**config.mk**
```make
export PLATFORM = sky130hd
export DESIGN_NAME = life_grid_generation_engine_core
export DESIGN_NICKNAME = d
export VERILOG_FILES = /design/src/rtl/core/lgge_pkg.sv /design/src/rtl/core/lgge_row_unit.sv /design/src/rtl/core/lgge_grid_mem.sv /design/src/rtl/core/life_grid_generation_engine_core.sv
export VERILOG_INCLUDE_DIRS = /design/src /design/src/rtl/core
export SDC_FILE = /design/constraint.sdc
export NUM_CORES = 1
export LEC_CHECK = 0
export ABC_CLOCK_PERIOD_IN_PS = 10800
export BUFFER_PORTS_ARGS = -buffer_cell sky130_fd_sc_hd__buf_2
export CORE_MARGIN = 3
export CORE_UTILIZATION = 50
export CTS_CLUSTER_SIZE = 20
export DETAILED_ROUTE_END_ITERATION = 10
export GPL_TIMING_DRIVEN = 0
export PLACE_DENSITY = 0.72
export SYNTH_ARGS = -nofsm -noshare
export SYNTH_HDL_FRONTEND = slang
export SYNTH_HIERARCHICAL = 1
export SYNTH_SLANG_ARGS = --single-unit
```
**constraint.sdc**
```tcl
create_clock -name clk -period 10.8 [get_ports clk]
set_clock_uncertainty 0.1 [all_clocks]
set_input_delay 0.54 -clock clk [delete_from_list [all_inputs] [get_ports clk]]
set_output_delay 0.54 -clock clk [all_outputs]
set_load 0.05 [all_outputs]
```
**src/rtl/core/assert_macros.svh**
```systemverilog
// -----------------------------------------------------------------------------
// assert_macros.svh
// concurrent assertion helpers, sampled on clk and disabled while arst_n is low
// -----------------------------------------------------------------------------
`ifndef ASSERT_MACROS_SVH
`define ASSERT_MACROS_SVH

// property must hold at every sampled edge out of reset
`define ASSERT_CLK(name, prop, msg) \
	name: assert property (@(posedge clk) disable iff (!arst_n) prop) else $error(msg);

// condition must never be seen at a sampled edge out of reset
`define ASSERT_NEVER(name, cond, msg) \
	name: assert property (@(posedge clk) disable iff (!arst_n) !(cond)) else $error(msg);

`endif

```
**src/rtl/core/lgge_pkg.sv**
```systemverilog
// -----------------------------------------------------------------------------
// lgge_pkg
// shared types and constants of the life grid generation engine
// -----------------------------------------------------------------------------
package lgge_pkg;

	localparam int GRID_SIZE_DEF = 8;

	// request layout
	localparam int CMD_W    = 2;
	localparam int IDX_W    = 3;
	localparam int IO_ROW_W = 8;
	localparam int IN_TDATA_W = 16;

	// neighbor count of one cell, up to eight
	localparam int NBR_W = 4;
	localparam logic [NBR_W-1:0] BIRTH_COUNT   = NBR_W'(3);
	localparam logic [NBR_W-1:0] SURVIVE_COUNT = NBR_W'(2);

	// result kinds
	localparam logic KIND_READ = 1'b0;
	localparam logic KIND_STEP = 1'b1;

	typedef enum logic [CMD_W-1:0] {
		CMD_WRITE = 2'd0,
		CMD_STEP  = 2'd1,
		CMD_READ  = 2'd2
	} cmd_t;

	typedef enum logic [1:0] {
		ST_IDLE,
		ST_READ,
		ST_PRIME,
		ST_ROW
	} state_t;

endpackage

```
**src/rtl/core/lgge_row_unit.sv**
```systemverilog
// -----------------------------------------------------------------------------
// lgge_row_unit
// next generation of one grid row from the old rows above, at and below it
// -----------------------------------------------------------------------------
module lgge_row_unit
	import lgge_pkg::*;
#(
	parameter int GRID_SIZE = GRID_SIZE_DEF
) (
	input  logic [GRID_SIZE-1:0] up_row,
	input  logic [GRID_SIZE-1:0] mid_row,
	input  logic [GRID_SIZE-1:0] dn_row,
	output logic [GRID_SIZE-1:0] new_row
);

	logic [GRID_SIZE+1:0] up_p;
	logic [GRID_SIZE+1:0] mid_p;
	logic [GRID_SIZE+1:0] dn_p;
	logic [NBR_W-1:0]     nbr_cnt [GRID_SIZE];

	// dead cells padded in beyond both borders
	assign up_p  = {1'b0, up_row, 1'b0};
	assign mid_p = {1'b0, mid_row, 1'b0};
	assign dn_p  = {1'b0, dn_row, 1'b0};

	always_comb begin
		for (int c = 0; c < GRID_SIZE; c++) begin
			nbr_cnt[c] = NBR_W'(up_p[c]) + NBR_W'(up_p[c+1]) + NBR_W'(up_p[c+2])
				+ NBR_W'(mid_p[c]) + NBR_W'(mid_p[c+2])
				+ NBR_W'(dn_p[c]) + NBR_W'(dn_p[c+1]) + NBR_W'(dn_p[c+2]);
			new_row[c] = (nbr_cnt[c] == BIRTH_COUNT)
				|| ((nbr_cnt[c] == SURVIVE_COUNT) && mid_row[c]);
		end
	end

endmodule

```
**src/rtl/core/lgge_grid_mem.sv**
```systemverilog
// -----------------------------------------------------------------------------
// lgge_grid_mem
// grid row memory, one write and one registered read per cycle, rows read
// as dead until first written after reset
// -----------------------------------------------------------------------------
module lgge_grid_mem
	import lgge_pkg::*;
#(
	parameter int GRID_SIZE = GRID_SIZE_DEF,
	parameter int AW        = $clog2(GRID_SIZE)
) (
	input  logic                 clk,
	input  logic                 arst_n,
	input  logic                 wr_en,
	input  logic [AW-1:0]        wr_addr,
	input  logic [GRID_SIZE-1:0] wr_row,
	input  logic [AW-1:0]        rd_addr,
	output logic [GRID_SIZE-1:0] rd_row
);

	logic [GRID_SIZE-1:0] mem [GRID_SIZE];
	logic [GRID_SIZE-1:0] vld_q;
	logic [GRID_SIZE-1:0] rd_row_q;
	logic                 rd_hit;

	assign rd_hit = ((AW+1)'(rd_addr) < (AW+1)'(GRID_SIZE)) && vld_q[rd_addr];
	assign rd_row = rd_row_q;

	always_ff @(posedge clk or negedge arst_n) begin
		if (!arst_n) begin
			vld_q <= '0;
		end else if (wr_en) begin
			vld_q[wr_addr] <= 1'b1;
		end
	end

	always_ff @(posedge clk) begin
		if (wr_en) begin
			mem[wr_addr] <= wr_row;
		end
	end

	always_ff @(posedge clk) begin
		rd_row_q <= rd_hit ? mem[rd_addr] : '0;
	end

endmodule

```
**src/rtl/core/life_grid_generation_engine_core.sv**
```systemverilog
// -----------------------------------------------------------------------------
// life_grid_generation_engine_core
// conway life (b3/s23) engine on a bounded square grid held as row words
// -----------------------------------------------------------------------------
// The grid is GRID_SIZE x GRID_SIZE cells kept one row per word in a small
// memory, all dead after reset, with dead cells beyond the border (no wrap).
// A write request loads one row and returns nothing. A read request goes
// through the read state (one registered memory read) and returns the row,
// columns 0 to 7, or zero for a row beyond the grid. A step request fetches
// the top row when it is taken, the prime state primes
// the row window, then the shared row unit computes one new row per cycle
// while a three-row window (above, at, below) walks down the grid; the memory
// read port fetching the row below sets that pace. The old rows needed later
// are held in the window, so rows are rewritten in place. A step returns one
// result with zero data. Unknown commands are dropped. Requests are taken one
// at a time; the result sits in an output register, and a new request is taken
// only once that register is empty or drains in the same cycle.
`include "assert_macros.svh"

module life_grid_generation_engine_core
	import lgge_pkg::*;
#(
	parameter int GRID_SIZE = GRID_SIZE_DEF
) (
	input  logic                  clk,
	input  logic                  arst_n,
	input  logic                  s_axis_tvalid,
	output logic                  s_axis_tready,
	input  logic [IN_TDATA_W-1:0] s_axis_tdata,  // row_index[2:0], row_bits[10:3], zero pad
	input  logic [CMD_W-1:0]      s_axis_tuser,  // cmd[1:0]
	output logic                  m_axis_tvalid,
	input  logic                  m_axis_tready,
	output logic [IO_ROW_W-1:0]   m_axis_tdata,  // row_data[7:0]
	output logic                  m_axis_tuser   // result_kind[0]
);

	localparam int AW    = $clog2(GRID_SIZE);
	localparam int EXT_W = (AW > IDX_W) ? AW : IDX_W;

	// request fields
	cmd_t                 in_cmd;
	logic [IDX_W-1:0]     in_idx;
	logic [IO_ROW_W-1:0]  in_bits;
	logic [EXT_W-1:0]     idx_ext;
	logic [AW-1:0]        idx_addr;
	logic                 idx_hit;
	logic                 in_acc;

	// sequencer
	state_t               state_q;
	state_t               state_d;
	logic [AW-1:0]        row_q;
	logic                 last_row;
	logic                 out_free;
	logic                 out_set_read;
	logic                 out_set_step;

	// row window and memory ports
	logic [GRID_SIZE-1:0] up_q;
	logic [GRID_SIZE-1:0] mid_q;
	logic [GRID_SIZE-1:0] dn_row;
	logic [GRID_SIZE-1:0] new_row;
	logic [GRID_SIZE-1:0] rd_row;
	logic                 wr_en;
	logic [AW-1:0]        wr_addr;
	logic [GRID_SIZE-1:0] wr_row;
	logic [AW-1:0]        rd_addr;
	logic                 read_hit_q;

	// result register
	logic                 out_valid_q;
	logic [IO_ROW_W-1:0]  out_data_q;
	logic                 out_kind_q;

	// assertion terms
	logic                 step_last;
	logic                 step_res_ok;
	logic                 row_past;

	assign in_cmd   = cmd_t'(s_axis_tuser);
	assign in_idx   = s_axis_tdata[IDX_W-1:0];
	assign in_bits  = s_axis_tdata[IDX_W+IO_ROW_W-1:IDX_W];
	assign idx_ext  = EXT_W'(in_idx);
	assign idx_addr = idx_ext[AW-1:0];
	assign idx_hit  = (EXT_W+1)'(idx_ext) < (EXT_W+1)'(GRID_SIZE);
	assign in_acc   = s_axis_tvalid && s_axis_tready;

	// result register is free now or drains at this edge
	assign out_free = !out_valid_q || m_axis_tready;
	assign last_row = row_q == AW'(GRID_SIZE - 1);

	// bottom row sees dead cells below
	assign dn_row = last_row ? '0 : rd_row;

	assign m_axis_tvalid = out_valid_q;
	assign m_axis_tdata  = out_data_q;
	assign m_axis_tuser  = out_kind_q;

	assign step_last   = (state_q == ST_ROW) && last_row;
	assign step_res_ok = m_axis_tvalid && (m_axis_tuser == KIND_STEP) && (m_axis_tdata == '0);
	assign row_past    = (AW+1)'(row_q) >= (AW+1)'(GRID_SIZE);

	lgge_grid_mem #(
		.GRID_SIZE (GRID_SIZE),
		.AW        (AW)
	) u_mem (
		.clk     (clk),
		.arst_n  (arst_n),
		.wr_en   (wr_en),
		.wr_addr (wr_addr),
		.wr_row  (wr_row),
		.rd_addr (rd_addr),
		.rd_row  (rd_row)
	);

	lgge_row_unit #(
		.GRID_SIZE (GRID_SIZE)
	) u_row (
		.up_row  (up_q),
		.mid_row (mid_q),
		.dn_row  (dn_row),
		.new_row (new_row)
	);

	// next state, input ready, memory port control, result triggers
	always_comb begin
		state_d       = state_q;
		s_axis_tready = 1'b0;
		wr_en         = 1'b0;
		wr_addr       = idx_addr;
		wr_row        = GRID_SIZE'(in_bits);
		rd_addr       = idx_addr;
		out_set_read  = 1'b0;
		out_set_step  = 1'b0;
		case (state_q)
			ST_IDLE: begin
				s_axis_tready = out_free;
				if (in_acc) begin
					case (in_cmd)
						CMD_WRITE: begin
							wr_en = idx_hit;
						end
						CMD_STEP: begin
							// fetch the top row for the window
							rd_addr = '0;
							state_d = ST_PRIME;
						end
						CMD_READ: begin
							state_d = ST_READ;
						end
						default: begin
						end
					endcase
				end
			end
			ST_READ: begin
				out_set_read = 1'b1;
				state_d      = ST_IDLE;
			end
			ST_PRIME: begin
				// top row arrives, fetch the second
				rd_addr = AW'(1);
				state_d = ST_ROW;
			end
			ST_ROW: begin
				// write row r in place, fetch row r+2 (ignored past the end)
				wr_en   = 1'b1;
				wr_addr = row_q;
				wr_row  = new_row;
				rd_addr = row_q + AW'(2);
				if (last_row) begin
					out_set_step = 1'b1;
					state_d      = ST_IDLE;
				end
			end
			default: begin
				state_d = ST_IDLE;
			end
		endcase
	end

	always_ff @(posedge clk or negedge arst_n) begin
		if (!arst_n) begin
			state_q     <= ST_IDLE;
			row_q       <= '0;
			out_valid_q <= 1'b0;
		end else begin
			state_q <= state_d;
			if (state_q == ST_PRIME) begin
				row_q <= '0;
			end else if (state_q == ST_ROW) begin
				row_q <= row_q + AW'(1);
			end
			if (out_set_read || out_set_step) begin
				out_valid_q <= 1'b1;
			end else if (m_axis_tready) begin
				out_valid_q <= 1'b0;
			end
		end
	end

	// window and result payload
	always_ff @(posedge clk) begin
		if (in_acc) begin
			read_hit_q <= idx_hit;
		end
		if (state_q == ST_PRIME) begin
			up_q  <= '0;
			mid_q <= rd_row;
		end else if (state_q == ST_ROW) begin
			up_q  <= mid_q;
			mid_q <= dn_row;
		end
		if (out_set_read) begin
			out_data_q <= read_hit_q ? IO_ROW_W'(rd_row) : '0;
			out_kind_q <= KIND_READ;
		end else if (out_set_step) begin
			out_data_q <= '0;
			out_kind_q <= KIND_STEP;
		end
	end

	// no request taken while a read or step is in flight
	`ASSERT_NEVER(a_busy_not_ready, (state_q != ST_IDLE) && s_axis_tready, "ready while busy")

	// last row of a step posts a step result with zero data
	`ASSERT_CLK(a_step_result, step_last |=> step_res_ok, "step result missing")

	// an accepted read lands in the read state
	`ASSERT_CLK(a_read_seq, in_acc && (in_cmd == CMD_READ) |=> (state_q == ST_READ), "read not sequenced")

	// row walk stays inside the grid
	`ASSERT_NEVER(a_row_range, (state_q == ST_ROW) && row_past, "row past grid")

endmodule

```
== Word level (Yosys, flattened, before mapping) ==
Memory sizes are Yosys's and may differ from the RTL's. A register that Yosys moved wholly into a read port is not among the register bits.
Cells that the tools add are included.

* Memories: 1
* Output and inout port bits: 11
* Bits in writable memories: 64
* Word-level logic and storage cells: 148
* Bits of input ports: 22
* Bits in registers: 39

* Order comparisons: 3
* Bitwise gates (word level): 1
* Equality and inequality tests: 25
* Reductions and logical operators: 28
* Multiplexer cells: 31
* $add $sub $neg: 51

{| class="wikitable"
|+ Memories
! memory !! words !! width !! rd ports !! clocked after Yosys merged registers in !! write ports !! line !! source
|-
| u_mem.mem || 8 || 8 || 1 || 1 || 1 || lgge_grid_mem.sv:21 || <nowiki>logic [GRID_SIZE-1:0] mem [GRID_SIZE];</nowiki>
|}

{| class="wikitable"
|+ Operator list
! kind !! number
|-
| $add A4 B1 Y4 || 42
|-
| $eq A4 B2 Y1 const B || 16
|-
| $mux W8 || 6
|-
| $mux W3 || 5
|-
| $add A1 B1 Y2 || 7
|-
| $mux W1 || 12
|-
| $logic_and A1 B1 Y1 || 10
|-
| $logic_or A1 B1 Y1 || 10
|-
| $pmux W3 S3 || 1
|-
| $lt A3 B4 Y1 const B || 2
|-
| $or A8 B8 Y8 || 1
|-
| $pmux W2 S4 || 1
|-
| $eq A2 B2 Y1 const B || 3
|-
| $reduce_bool A2 Y1 || 3
|-
| $eq A2 B1 Y1 const B || 2
|-
| $logic_not A2 Y1 || 2
|-
| $mux W2 || 2
|-
| $ne A2 B2 Y1 const B || 2
|-
| $pmux W2 S2 || 1
|-
| $add A3 B1 Y3 const B || 1
|-
| $add A3 B2 Y3 const B || 1
|-
| $bmux W1 S3 || 1
|-
| $demux W1 S3 || 1
|-
| $eq A3 B3 Y1 const B || 1
|-
| 5 further kinds || 6
|}

== Logic depth before layout (Yosys ltp) ==
Gate-level depths: netlist (run 1).

* Word-level depth: 11
* Depth in mapped cells: 15
* Gate-level depth less buffers: 14

== Modules after synthesis ==
The synthesis (run 1) kept the hierarchy.

{| class="wikitable"
|+ Modules (own cells, without submodules)
! module !! sequential area each (µm²) !! instances !! cells an instance !! area each (µm²)
|-
| lgge_grid_mem || 2282.2 || 1 || 141 || 2991.6
|-
| life_grid_generation_engine_core || 810.8 || 1 || 137 || 1604.0
|-
| lgge_row_unit || 0.0 || 1 || 132 || 1177.4
|}

== Least setup slack after synthesis (run 1) ==
OpenSTA, ideal clock, no wires.

* Path kind: flip-flop to flip-flop
* From: register row_q[0]
* To: memory u_mem/mem[0][2] in the netlist's numbering (data pin)
* Stages on the path, launching flop included: 15
* Slack: 6.562 ns
* Setup time: 0.274 ns
* Required time: 10.426 ns
* Period minus slack after synthesis: 4.238 ns
* Arrival: 3.865 ns
* Path buffers: 1
* Cells stage by stage: dfrtp_1 -> ha_1 -> ha_1 -> clkbuf_1 -> nor2b_1 -> inv_1 -> fa_1 -> fa_1 -> fa_1 -> inv_1 -> ha_1 -> fa_1 -> o21ai_0 -> a21oi_1 -> mux2_2

* Longest elaborated chain between the ends: 9
* Elaborated cells on any way between the ends: 10
* Those cells by class: add/sub: 3; eq/ne: 3; mux: 2; reduce/logical: 2

{| class="wikitable"
|+ RTL lines
! item !! line !! source
|-
| start: declaration || life_grid_generation_engine_core.sv:52 || <nowiki>logic [AW-1:0] row_q;</nowiki>
|-
| start signal: assignment || life_grid_generation_engine_core.sv:192 || <nowiki>row_q <= row_q + AW'(1);</nowiki>
|-
| $eq A3 B3 Y1 (*) || life_grid_generation_engine_core.sv:90 || <nowiki>assign last_row = row_q == AW'(GRID_SIZE - 1);</nowiki>
|-
| $mux W8 (*) || life_grid_generation_engine_core.sv:93 || <nowiki>assign dn_row = last_row ? '0 : rd_row;</nowiki>
|-
| via dn_row[1] || life_grid_generation_engine_core.sv:61 || <nowiki>logic [GRID_SIZE-1:0] dn_row;</nowiki>
|-
| $add A4 B1 Y4 (*) (3 in a row) || lgge_row_unit.sv:30 || <nowiki>+ NBR_W'(dn_p[c]) + NBR_W'(dn_p[c+1]) + NBR_W'(dn_p[c+2]);</nowiki>
|-
| $eq A4 B2 Y1 || lgge_row_unit.sv:32 || <nowiki>|| ((nbr_cnt[c] == SURVIVE_COUNT) && mid_row[c]);</nowiki>
|-
| $logic_and A1 B1 Y1 || lgge_row_unit.sv:32 ||
|-
| $logic_or A1 B1 Y1 (*) || lgge_row_unit.sv:32 ||
|-
| via new_row[2] || life_grid_generation_engine_core.sv:62 || <nowiki>logic [GRID_SIZE-1:0] new_row;</nowiki>
|-
| $mux W8 (*) || life_grid_generation_engine_core.sv:135 || <nowiki>case (state_q)</nowiki>
|-
| via wr_row[2] || life_grid_generation_engine_core.sv:66 || <nowiki>logic [GRID_SIZE-1:0] wr_row;</nowiki>
|-
| end: declaration || lgge_grid_mem.sv:21 ||
|}

The timed path passes the listed nets; every way through them passes the cells marked *.

== Worst setup path in the final report (run 1) ==
* From: register row_q[1]
* To: memory u_mem/mem[4][2] in the netlist's numbering (data pin)

Same word-level chain as after synthesis.

==> results of run 1 <==
[cell usage in the layout (no fill, tap or decap), types with 2 or more instances in the layout]
cell type  instances
and2_1            16
a21o_1             2
o2bb2ai_1          3
nand3_1           10
nand2b_1           5
nand2_1            4
mux4_2            13
or2_2              9
buf_4              2
mux2_2            11
nor2_1            31
mux4_1             5
ha_1              29
mux2i_1           18
dfxtp_1           17
fa_1              28
clkbuf_16          9
nor2b_1           10
buf_2             30
inv_1             53
xnor2_1            2
o21ai_0            5
or2_0              2
or2_1              3
nor3_2             2
dfrtp_1           14
inv_8              2
buf_6              3
edfxtp_1          80
nor3b_1            3
a21oi_1           14
clkinv_4           2
clkbuf_1           4
[state kept, by name (all words and copies together) (netlist names)]
register and count:
m_axis_tuser 1, state_q 2, u_mem/rd_row 8, m_axis_tvalid 1, up_q 8, mid_q 8, m_axis_tdata 8, u_mem/mem 64
u_mem/vld_q 8, row_q 3
[worst paths after layout]
check	end	from
hold / removal	u_mem/vld_q[2]	u_mem/vld_q[2]
hold reg to reg	u_mem/vld_q[2]	u_mem/vld_q[2]
setup / recovery	u_mem/mem[4][2]	row_q[1]
setup reg to reg	u_mem/mem[4][2]	row_q[1]
max in group asynchronous	row_q[1]	arst_n
min in group asynchronous	u_mem/vld_q[1]	arst_n
[routing by layer]
| layer | GRT usage (%) | part of all wire (%) |
|---|---|---|
| met3 | 3.342 | 3.2 |
| met5 | 0 | 0 |
| met1 | 23.60 | 44 |
| met2 | 30.73 | 50 |
| met4 | 6.170 | 2.3 |
[metrics by stage]
step / setup slack, ns / hold slack [ns] / instances
after detailed placement: 6.077 / 0.3497 / 577
final: 6.034 / 0.3667 / 594
after global placement: 6.152 / 0.3451 / 577
after global routing: 5.805 / 0.3743 / 594
after floorplan: 6.562 / 0.1444 / 410
after CTS: 6.052 / 0.3681 / 594
[final cells by class]
class                      instances  area, sq um  share of cell area (%)
inverter                          53        198.9                   3.104
sequential                       111         3093                   48.25
clock buffer                      10        229.0                   3.572
clock inverter                     6        77.57                   1.210
buffer                            11        75.07                   1.171
multi-input combinational        235         2416                   37.69
timing repair buffer              28        145.1                   2.264
tap                              140        175.2                   2.733
[worst reg2reg max path: stages (launching register included)]
cell      delay, ns
dfrtp_1        0.45
ha_1           0.22
ha_1           0.21
clkbuf_1       0.28
nor2b_1        0.39
inv_1          0.11
fa_1           0.58
fa_1           0.44
fa_1           0.49
inv_1          0.04
ha_1           0.20
fa_1           0.38
or2_1          0.23
a21oi_1        0.19
mux2_2         0.30
[logic make-up after synthesis]
group / count (synthesis) / synth area share, %
AO/OA/AOI/OAI: 26 / 2.623
multiplexers: 48 / 13.00
adder cells (fa/ha/maj): 57 / 15.99
flip-flops: 111 / 53.58
buffers and inverters: 64 / 4.746
XOR/XNOR: 2 / 0.3035
AND/OR/NAND/NOR: 102 / 9.753
[what timing repair did]
action | in CTS | in global routing
resized for setup | 0 | 0
endpoints found under the hold margin | 14 | 0
hold buffers | 1 | 0
setup endpoints to repair | 0 | 0
==> results.sh, run 1 <==
export IMPL_fin_util_pct=57.86
export IMPL_clock_tree_root_cell="clkbuf_16"
export IMPL_cpMostUsedCell="fa_1"
export IMPL_port_buffers=27
export IMPL_slew_headroom_pct=32.71
export IMPL_drive_gt1_share_pct=19.60
export IMPL_finalHoldViolCount=0
export IMPL_yosysMostFrequentCell="edfxtp_1"
export IMPL_grt_pass1_vias=3473
export IMPL_r2r_setup_slack_ns=6.03
export IMPL_wl_per_cell_um=17.89
export IMPL_core_sq_mm=0.01108
export IMPL_endpoint_kind="register"
export IMPL_cpPeakStageDelay_ns=0.58
export IMPL_ys_types=39
export IMPL_worst_path_buf_inv=3
export IMPL_synth_area_leaders="edfxtp_1 42%, fa_1 9.7%, ha_1 6.3%"
export IMPL_slowest_stage="fa_1"
export IMPL_clock_sinks=111
export IMPL_crit_type="register to register"
export IMPL_start_util_pct=52.11
export IMPL_clk_latency_ns=0.35
export IMPL_ant_nets=0
export IMPL_fin_nets=528
export IMPL_fmax_mhz=209.8
export IMPL_cts_max_level=3
export IMPL_worstHoldPathCells=1
export IMPL_antenna_found_initial=0
export IMPL_period_share_pct=44.13
export IMPL_synth_fp_nets=489
export IMPL_dieArea_sq_mm=0.01287
export IMPL_status="finished clean"
export IMPL_setup_tns_ns=0
export IMPL_slew_violations=0
export IMPL_area_delta_synth_final_pct=11.03
export IMPL_cts_setup_buffers=0
export IMPL_dr_total_vias=3217
export IMPL_setup_violations=0
export IMPL_drt_pre_antenna_iters=4
export IMPL_ys_ff_latch=111
export IMPL_gp_congestion=0.7915
export IMPL_filler_cell_count=871
export IMPL_netlist_area_sq_mm=0.005773
export IMPL_path_clk_slew_ns=0.07
export IMPL_grt_max_degree=21
export IMPL_grt_pass1_wl_mm=17.76
export IMPL_pin_count=33
export IMPL_reg2regPathDepth=14
export IMPL_worstPathCellList="ha_1 > ha_1 > clkbuf_1 > nor2b_1 > inv_1 > fa_1 > fa_1 > fa_1 > inv_1 > ha_1 > fa_1 > or2_1 > a21oi_1 > mux2_2"
export IMPL_crit_family="adder cells"
export IMPL_postSynthAreaPerCell_sq_um=14.08
export IMPL_drc=0
export IMPL_critical_path_arrival_ns=4.85
export IMPL_maxCapViolations=0
export IMPL_yosysTopAreaCell="edfxtp_1"
export IMPL_drtIter0Drc=137
export IMPL_wirelength_mm=10.63
export IMPL_rsz0062_at_grt="no"
export IMPL_synth_edf_count=80
export IMPL_chipWidth_um=113.5
export IMPL_placed_area_sq_mm=0.006093
export IMPL_std_cell_rows=38
export IMPL_clk_path_buf_depth=2
export IMPL_stdcell_area_sq_mm=0.006410
export IMPL_synth_top_area_share_pct=41.61
export IMPL_cts_tree="built"
export IMPL_syn_inst=410
export IMPL_crit_cells=14
export IMPL_yosysWarnings=6
export IMPL_cts_made_buffers=9
export IMPL_n_antenna_cell=0
export IMPL_min_delay_path_class="register to register"
export IMPL_async_flop_share_pct=12.61
export IMPL_seq_area_frac_synth_pct=53.58
export IMPL_place_hpwl_mm=7.677
export IMPL_critPathRequiredTime_ns=10.88
export IMPL_ys_flop_type="edfxtp_1"
export IMPL_dieHeight_um=113.5
export IMPL_cp_start_kind="register"
export IMPL_fin_crit_ns=4.766
export IMPL_grt_use_total_pct=18.09
export IMPL_grt_overflow=0
export IMPL_via_per_inst=5.416
export IMPL_worst_slew_pin_slew_ns=1.006
export IMPL_synthTopCellsByCount="80 x edfxtp_1, 53 x inv_1, 31 x nor2_1, 29 x ha_1, 28 x fa_1"
export IMPL_critPathMaxFanout=10
Power of run 1 is left out: the tool's default activity adds up to more than one toggle a clock period on the data nets, which glitch-free logic cannot reach.
==> run 2: changes to the inputs <==
- ABC_CLOCK_PERIOD_IN_PS: 10800 -> 4800
- clock period: 10.8 -> 4.8 ns (I/O delays scaled with it)
==> results.sh, run 2 (same netlist as run 1, synthesis figures left out) <==
export IMPL_ant_nets=0
export IMPL_n_antenna_cell=0
export IMPL_slew_violations=0
export IMPL_hold_start="s_axis_tvalid"
export IMPL_worst_slew_pin_slew_ns=1.012
export IMPL_setup_tns_ns=0
export IMPL_drc=0
export IMPL_grt_pass1_vias=3473
export IMPL_grt_overflow=0
export IMPL_worstHoldPathCells=4
export IMPL_most_common_layout_cells="80 x edfxtp_1, 53 x inv_1, 31 x nor2_1"
export IMPL_drt_pre_antenna_iters=4
export IMPL_critPathMaxFanout=10
export IMPL_cts_tree="built"
export IMPL_crit_type="register to register"
export IMPL_cts_made_buffers=9
export IMPL_port_buffers=27
export IMPL_dr_total_vias=3192
export IMPL_setup_violations=0
export IMPL_path_clk_slew_ns=0.07
export IMPL_critPathRequiredTime_ns=4.90
export IMPL_period_share_pct=95.86
export IMPL_antenna_found_initial=0
export IMPL_wirelength_mm=10.60
export IMPL_pin_count=33
export IMPL_fmax_mhz=217.3
export IMPL_min_delay_path_class="primary input to register"
export IMPL_cp_start_kind="register"
export IMPL_maxCapViolations=0
export IMPL_regMostFlops="u_mem/mem"
export IMPL_dieHeight_um=113.5
export IMPL_rsz0062_at_grt="no"
export IMPL_fin_nets=528
export IMPL_slowest_stage="fa_1"
export IMPL_clk_path_buf_depth=2
export IMPL_final_common_cell="edfxtp_1"
export IMPL_finalHoldViolCount=0
export IMPL_std_cell_rows=38
export IMPL_dieArea_sq_mm=0.01287
export IMPL_drtIter0Drc=131
export IMPL_largest_reg_flops=64
export IMPL_reg2regPathDepth=14
export IMPL_start_util_pct=52.11
export IMPL_grt_use_total_pct=18.09
export IMPL_cpMostUsedCell="fa_1"
export IMPL_r2r_setup_slack_ns=0.20
export IMPL_grt_max_degree=21
export IMPL_cpPeakStageDelay_ns=0.56
export IMPL_place_hpwl_mm=7.677
export IMPL_gp_congestion=0.7915
export IMPL_slew_headroom_pct=32.30
export IMPL_r2r_start="row_q[1]"
export IMPL_fin_crit_ns=4.601
export IMPL_rr_endpoint="u_mem/mem[6][6]"
export IMPL_critical_path_arrival_ns=4.71
export IMPL_holdPathEnd="state_q[1]"
export IMPL_drive_gt1_share_pct=20.26
export IMPL_chipWidth_um=113.5
export IMPL_clk_latency_ns=0.35
export IMPL_area_delta_synth_final_pct=11.21
export IMPL_via_per_inst=5.374
export IMPL_endpoint_kind="register"
export IMPL_wl_per_cell_um=17.84
export IMPL_clock_sinks=111
export IMPL_status="finished clean"
export IMPL_clock_tree_root_cell="clkbuf_16"
export IMPL_grt_pass1_wl_mm=17.76
export IMPL_core_sq_mm=0.01108
export IMPL_worstPathCellList="ha_1 > ha_1 > clkbuf_2 > nor2b_1 > inv_1 > fa_1 > fa_1 > fa_1 > inv_1 > ha_1 > fa_1 > or2_0 > a21oi_1 > mux2_4"
export IMPL_cts_max_level=3
export IMPL_filler_cell_count=870
-- run 2: cell count changes in the layout (fill, tap and decap cells not counted) --
cell,previous run,this run
mux2_4,0,1
clkbuf_1,4,3
mux2_2,11,10
nor2b_2,0,2
nor2b_1,10,8
clkbuf_2,0,1
-- run 2: metrics by stage --
stage               cells  utilization, %  area [sq um]  setup slack, ns  hold WS, ns
global route          594           57.95          6420         0.004636       0.1534
detailed placement    577           55.00          6093          0.07697      0.06375
CTS                   594           57.86          6410          0.05196       0.1436
finish                594           57.95          6420           0.1989       0.1579
global placement      577           54.91          6083           0.1520      0.05782
floorplan             410               -          5773           0.5615      -0.1556
-- run 2: area by class of cell --
| cell class | count | area, sq um | area share [%] |
|---|---|---|---|
| clock inverters | 6 | 77.57 | 1.208 |
| flip-flops and latches | 111 | 3093 | 48.18 |
| plain buffers | 11 | 76.32 | 1.189 |
| well taps | 140 | 175.2 | 2.729 |
| inverters | 53 | 198.9 | 3.099 |
| clock buffers | 10 | 229.0 | 3.567 |
| multi-input cells | 235 | 2425 | 37.77 |
| repair buffers | 28 | 145.1 | 2.261 |
-- run 2: worst max-delay path, delay by kind of cell (launching register included) --
family / cells / cell delay [ns]
adder cells (fa/ha/maj): 7 / 2.50
buffers and inverters: 3 / 0.41
multiplexers: 1 / 0.27
AO/OA/AOI/OAI: 1 / 0.30
flip-flops: 1 / 0.44
AND/OR/NAND/NOR: 2 / 0.44
-- run 2: how the worst max path moves through the flow --
stage          cells after the start  startpoint  slack (ns)         endpoint
6_report                          14    row_q[1]        0.20  u_mem/mem[6][6]
5_1_grt                           14    row_q[1]       0.005  u_mem/mem[4][2]
4_1_cts                           14    row_q[0]        0.05  u_mem/mem[5][2]
3_5_place_dp                      14    row_q[1]        0.08  u_mem/mem[6][2]
3_3_place_gp                      14    row_q[0]        0.15  u_mem/mem[6][2]
2_1_floorplan                     14    row_q[0]        0.56  u_mem/mem[0][2]
-- run 2: timing repair --
item | in CTS | in global routing
hold buffers | 1 | 0
buffers inserted | 0 | 0
resized for setup | 0 | 5
endpoints found under the setup margin | 0 | 40
hold endpoints to repair | 14 | 0
-- run 2: routing by layer --
layer  up-vias  wire length, um  GRT usage [%]
met3        13              373          3.342
met1      1604             4680          23.60
met5         -                0              0
met2        69             5334          30.73
li1       1506                -              -
met4         0              208          6.170
Power of run 2 is left out for the same reason.
==> run 3: changes to the inputs <==
- ABC_AREA: default -> 1
==> results.sh, run 3 <==
export IMPL_seq_area_frac_synth_pct=49.06
export IMPL_yosysMostFrequentCell="nand2_1"
export IMPL_synth_top_area_share_pct=38.10
export IMPL_drive_gt1_share_pct=10.42
export IMPL_grt_pass1_vias=4598
export IMPL_final_common_cell="nand2_1"
export IMPL_worst_slew_pin_slew_ns=1.056
export IMPL_start_util_pct=51.84
export IMPL_critPathRequiredTime_ns=4.80
export IMPL_cts_made_buffers=9
export IMPL_cts_resized=0
export IMPL_finalHoldViolCount=0
export IMPL_largest_reg_flops=64
export IMPL_power_leakage_nw=3.529
export IMPL_synth_edf_count=80
export IMPL_dp_cells=909
export IMPL_critical_path_arrival_ns=4.52
export IMPL_worstHoldPathCells=4
export IMPL_ys_ff_latch=111
export IMPL_setup_violations=0
export IMPL_dieArea_sq_mm=0.01399
export IMPL_critPathMaxFanout=10
export IMPL_yosysWarnings=6
export IMPL_ys_flop_type="edfxtp_1"
export IMPL_area_delta_synth_final_pct=10.42
export IMPL_cts_tree="built"
export IMPL_setup_tns_ns=0
export IMPL_grt_max_degree=20
export IMPL_min_delay_path_class="primary input to register"
export IMPL_reg2regPathDepth=15
export IMPL_period_share_pct=94.24
export IMPL_fin_crit_ns=4.524
export IMPL_wl_per_cell_um=14.80
export IMPL_maxCapViolations=0
export IMPL_gp_congestion=0.8367
export IMPL_core_sq_mm=0.01216
export IMPL_r2r_start="row_q[1]"
export IMPL_most_common_layout_cells="213 x nand2_1, 175 x inv_1, 80 x edfxtp_1"
export IMPL_via_per_inst=4.962
export IMPL_ant_nets=0
export IMPL_postSynthAreaPerCell_sq_um=8.830
export IMPL_holdPathEnd="m_axis_tvalid"
export IMPL_grt_pass1_wl_mm=22.27
export IMPL_cp_start_kind="register"
export IMPL_clock_sinks=111
export IMPL_cts_max_level=3
export IMPL_n_antenna_cell=0
export IMPL_p_total_w=0.005136
export IMPL_place_hpwl_mm=10.02
export IMPL_clk_latency_ns=0.35
export IMPL_antenna_found_initial=0
export IMPL_path_clk_slew_ns=0.07
export IMPL_status="finished clean"
export IMPL_slew_violations=0
export IMPL_slew_headroom_pct=29.33
export IMPL_yosysTopAreaCell="edfxtp_1"
export IMPL_async_flop_share_pct=12.61
export IMPL_chipWidth_um=118.3
export IMPL_crit_type="register to register"
export IMPL_drt_pre_antenna_iters=5
export IMPL_hold_start="m_axis_tready"
export IMPL_stdcell_area_sq_mm=0.006962
export IMPL_fin_nets=832
export IMPL_grt_use_total_pct=20.13
export IMPL_netlist_area_sq_mm=0.006305
export IMPL_clock_tree_root_cell="clkbuf_16"
export IMPL_placed_area_sq_mm=0.006650
export IMPL_synth_fp_nets=793
export IMPL_ys_types=26
export IMPL_pin_count=33
export IMPL_std_cell_rows=40
export IMPL_syn_inst=714
export IMPL_max_vdd_ir_drop_mv=0.3046
export IMPL_dieHeight_um=118.3
export IMPL_drtIter0Drc=254
export IMPL_dr_total_vias=4595
export IMPL_grt_overflow=0
export IMPL_fmax_mhz=221.1
export IMPL_clk_path_buf_depth=2
export IMPL_synthTopCellsByCount="213 x nand2_1, 175 x inv_1, 80 x edfxtp_1, 54 x nand3_1, 32 x nor2_1"
export IMPL_powerDensity_mw_per_mm2=737.8
export IMPL_rsz0062_at_grt="no"
export IMPL_port_buffers=27
export IMPL_wirelength_mm=13.70
export IMPL_synth_area_leaders="edfxtp_1 38%, nand2_1 13%, inv_1 10%"
export IMPL_regMostFlops="u_mem/mem"
export IMPL_drc=0
export IMPL_holdWs_ns=0.1304
export IMPL_endpoint_kind="register"
export IMPL_r2r_setup_slack_ns=0.28
export IMPL_fin_cells=926
export IMPL_rr_endpoint="u_mem/mem[7][6]"
-- run 3: changes by cell type in the layout (fill, tap and decap cells not counted), sizes merged, moves of 11 or more --
| cell | delta |
|---|---|
| inv | +127 |
| mux2i | -19 |
| nand3 | +43 |
| or2 | -13 |
| nand2 | +220 |
| mux2 | -11 |
| and2 | -17 |
| mux4 | -18 |
-- run 3: cells by family after synthesis --
group                    Yosys count  share of synthesized area [%]
AND/OR/NAND/NOR                  313                          20.26
buffers and inverters            198                          13.00
flip-flops                       111                          49.06
adder cells (fa/ha/maj)           57                          14.65
AO/OA/AOI/OAI                     35                          3.036
-- run 3: how the worst max path moves through the flow --
| stage | to | start | slack, ns |
|---|---|---|---|
| after floorplan | u_mem/mem[0][2] | row_q[0] | 0.75 |
| after global placement | u_mem/mem[4][3] | row_q[1] | 0.38 |
| after detailed placement | u_mem/mem[3][3] | row_q[0] | 0.25 |
| after CTS | u_mem/mem[5][3] | row_q[0] | 0.25 |
| after global routing | u_mem/mem[5][3] | row_q[0] | 0.005 |
| final | u_mem/mem[7][6] | row_q[1] | 0.28 |
-- run 3: layer usage --
layer,share of wire (%),up-vias,global-route usage [%]
li1,-,2239,-
met1,44,2212,27.20
met2,50,122,33.40
met3,4.6,22,2.440
met4,1.6,0,7.546
met5,0,-,0
-- run 3: final cells by class --
class / instances / area, sq um
Fill cell: 1081 / 5200
Sequential cell: 111 / 3093
Multi-Input combinational cell: 405 / 2392
Inverter: 180 / 683.2
Clock buffer: 9 / 225.2
Tap cell: 168 / 210.2
Timing Repair Buffer: 28 / 145.1
Buffer: 18 / 136.4
Clock inverter: 7 / 76.32
-- run 3: worst max-delay path, cell delays in order (launching register included) --
cell and delay, ns:
dfrtp_1 0.41, ha_1 0.20, ha_1 0.21, buf_4 0.19, nor2_1 0.18, inv_1 0.11
fa_1 0.56, fa_1 0.45, fa_1 0.50, inv_1 0.04, ha_1 0.19, fa_1 0.49
nand3_1 0.08, a21oi_1 0.13, nand2_1 0.07, nand2_1 0.34
-- run 3: through the flow --
step,setup WS (ns),util (%)
2_1_floorplan,0.7454,-
3_3_place_gp,0.3779,54.68
3_5_place_dp,0.2540,54.68
4_1_cts,0.2540,57.24
5_1_grt,0.005492,57.24
6_report,0.2765,57.24
-- run 3: what timing repair did --
| action | 4_1_cts | 5_1_grt |
|---|---|---|
| hold buffers | 1 | 0 |
| buffers inserted | 0 | 0 |
| endpoints found under the hold margin | 14 | 0 |
-- run 3: where the power goes --
group	internal [W]	switching (W)	total, W
clock network	0.000410	0.000347	0.000757
logic	0.00112	0.00192	0.00304
registers	0.00125	0.0000882	0.00134
total	0.00278	0.00235	0.00514
Note: power is estimated with default switching activity, not from simulation.
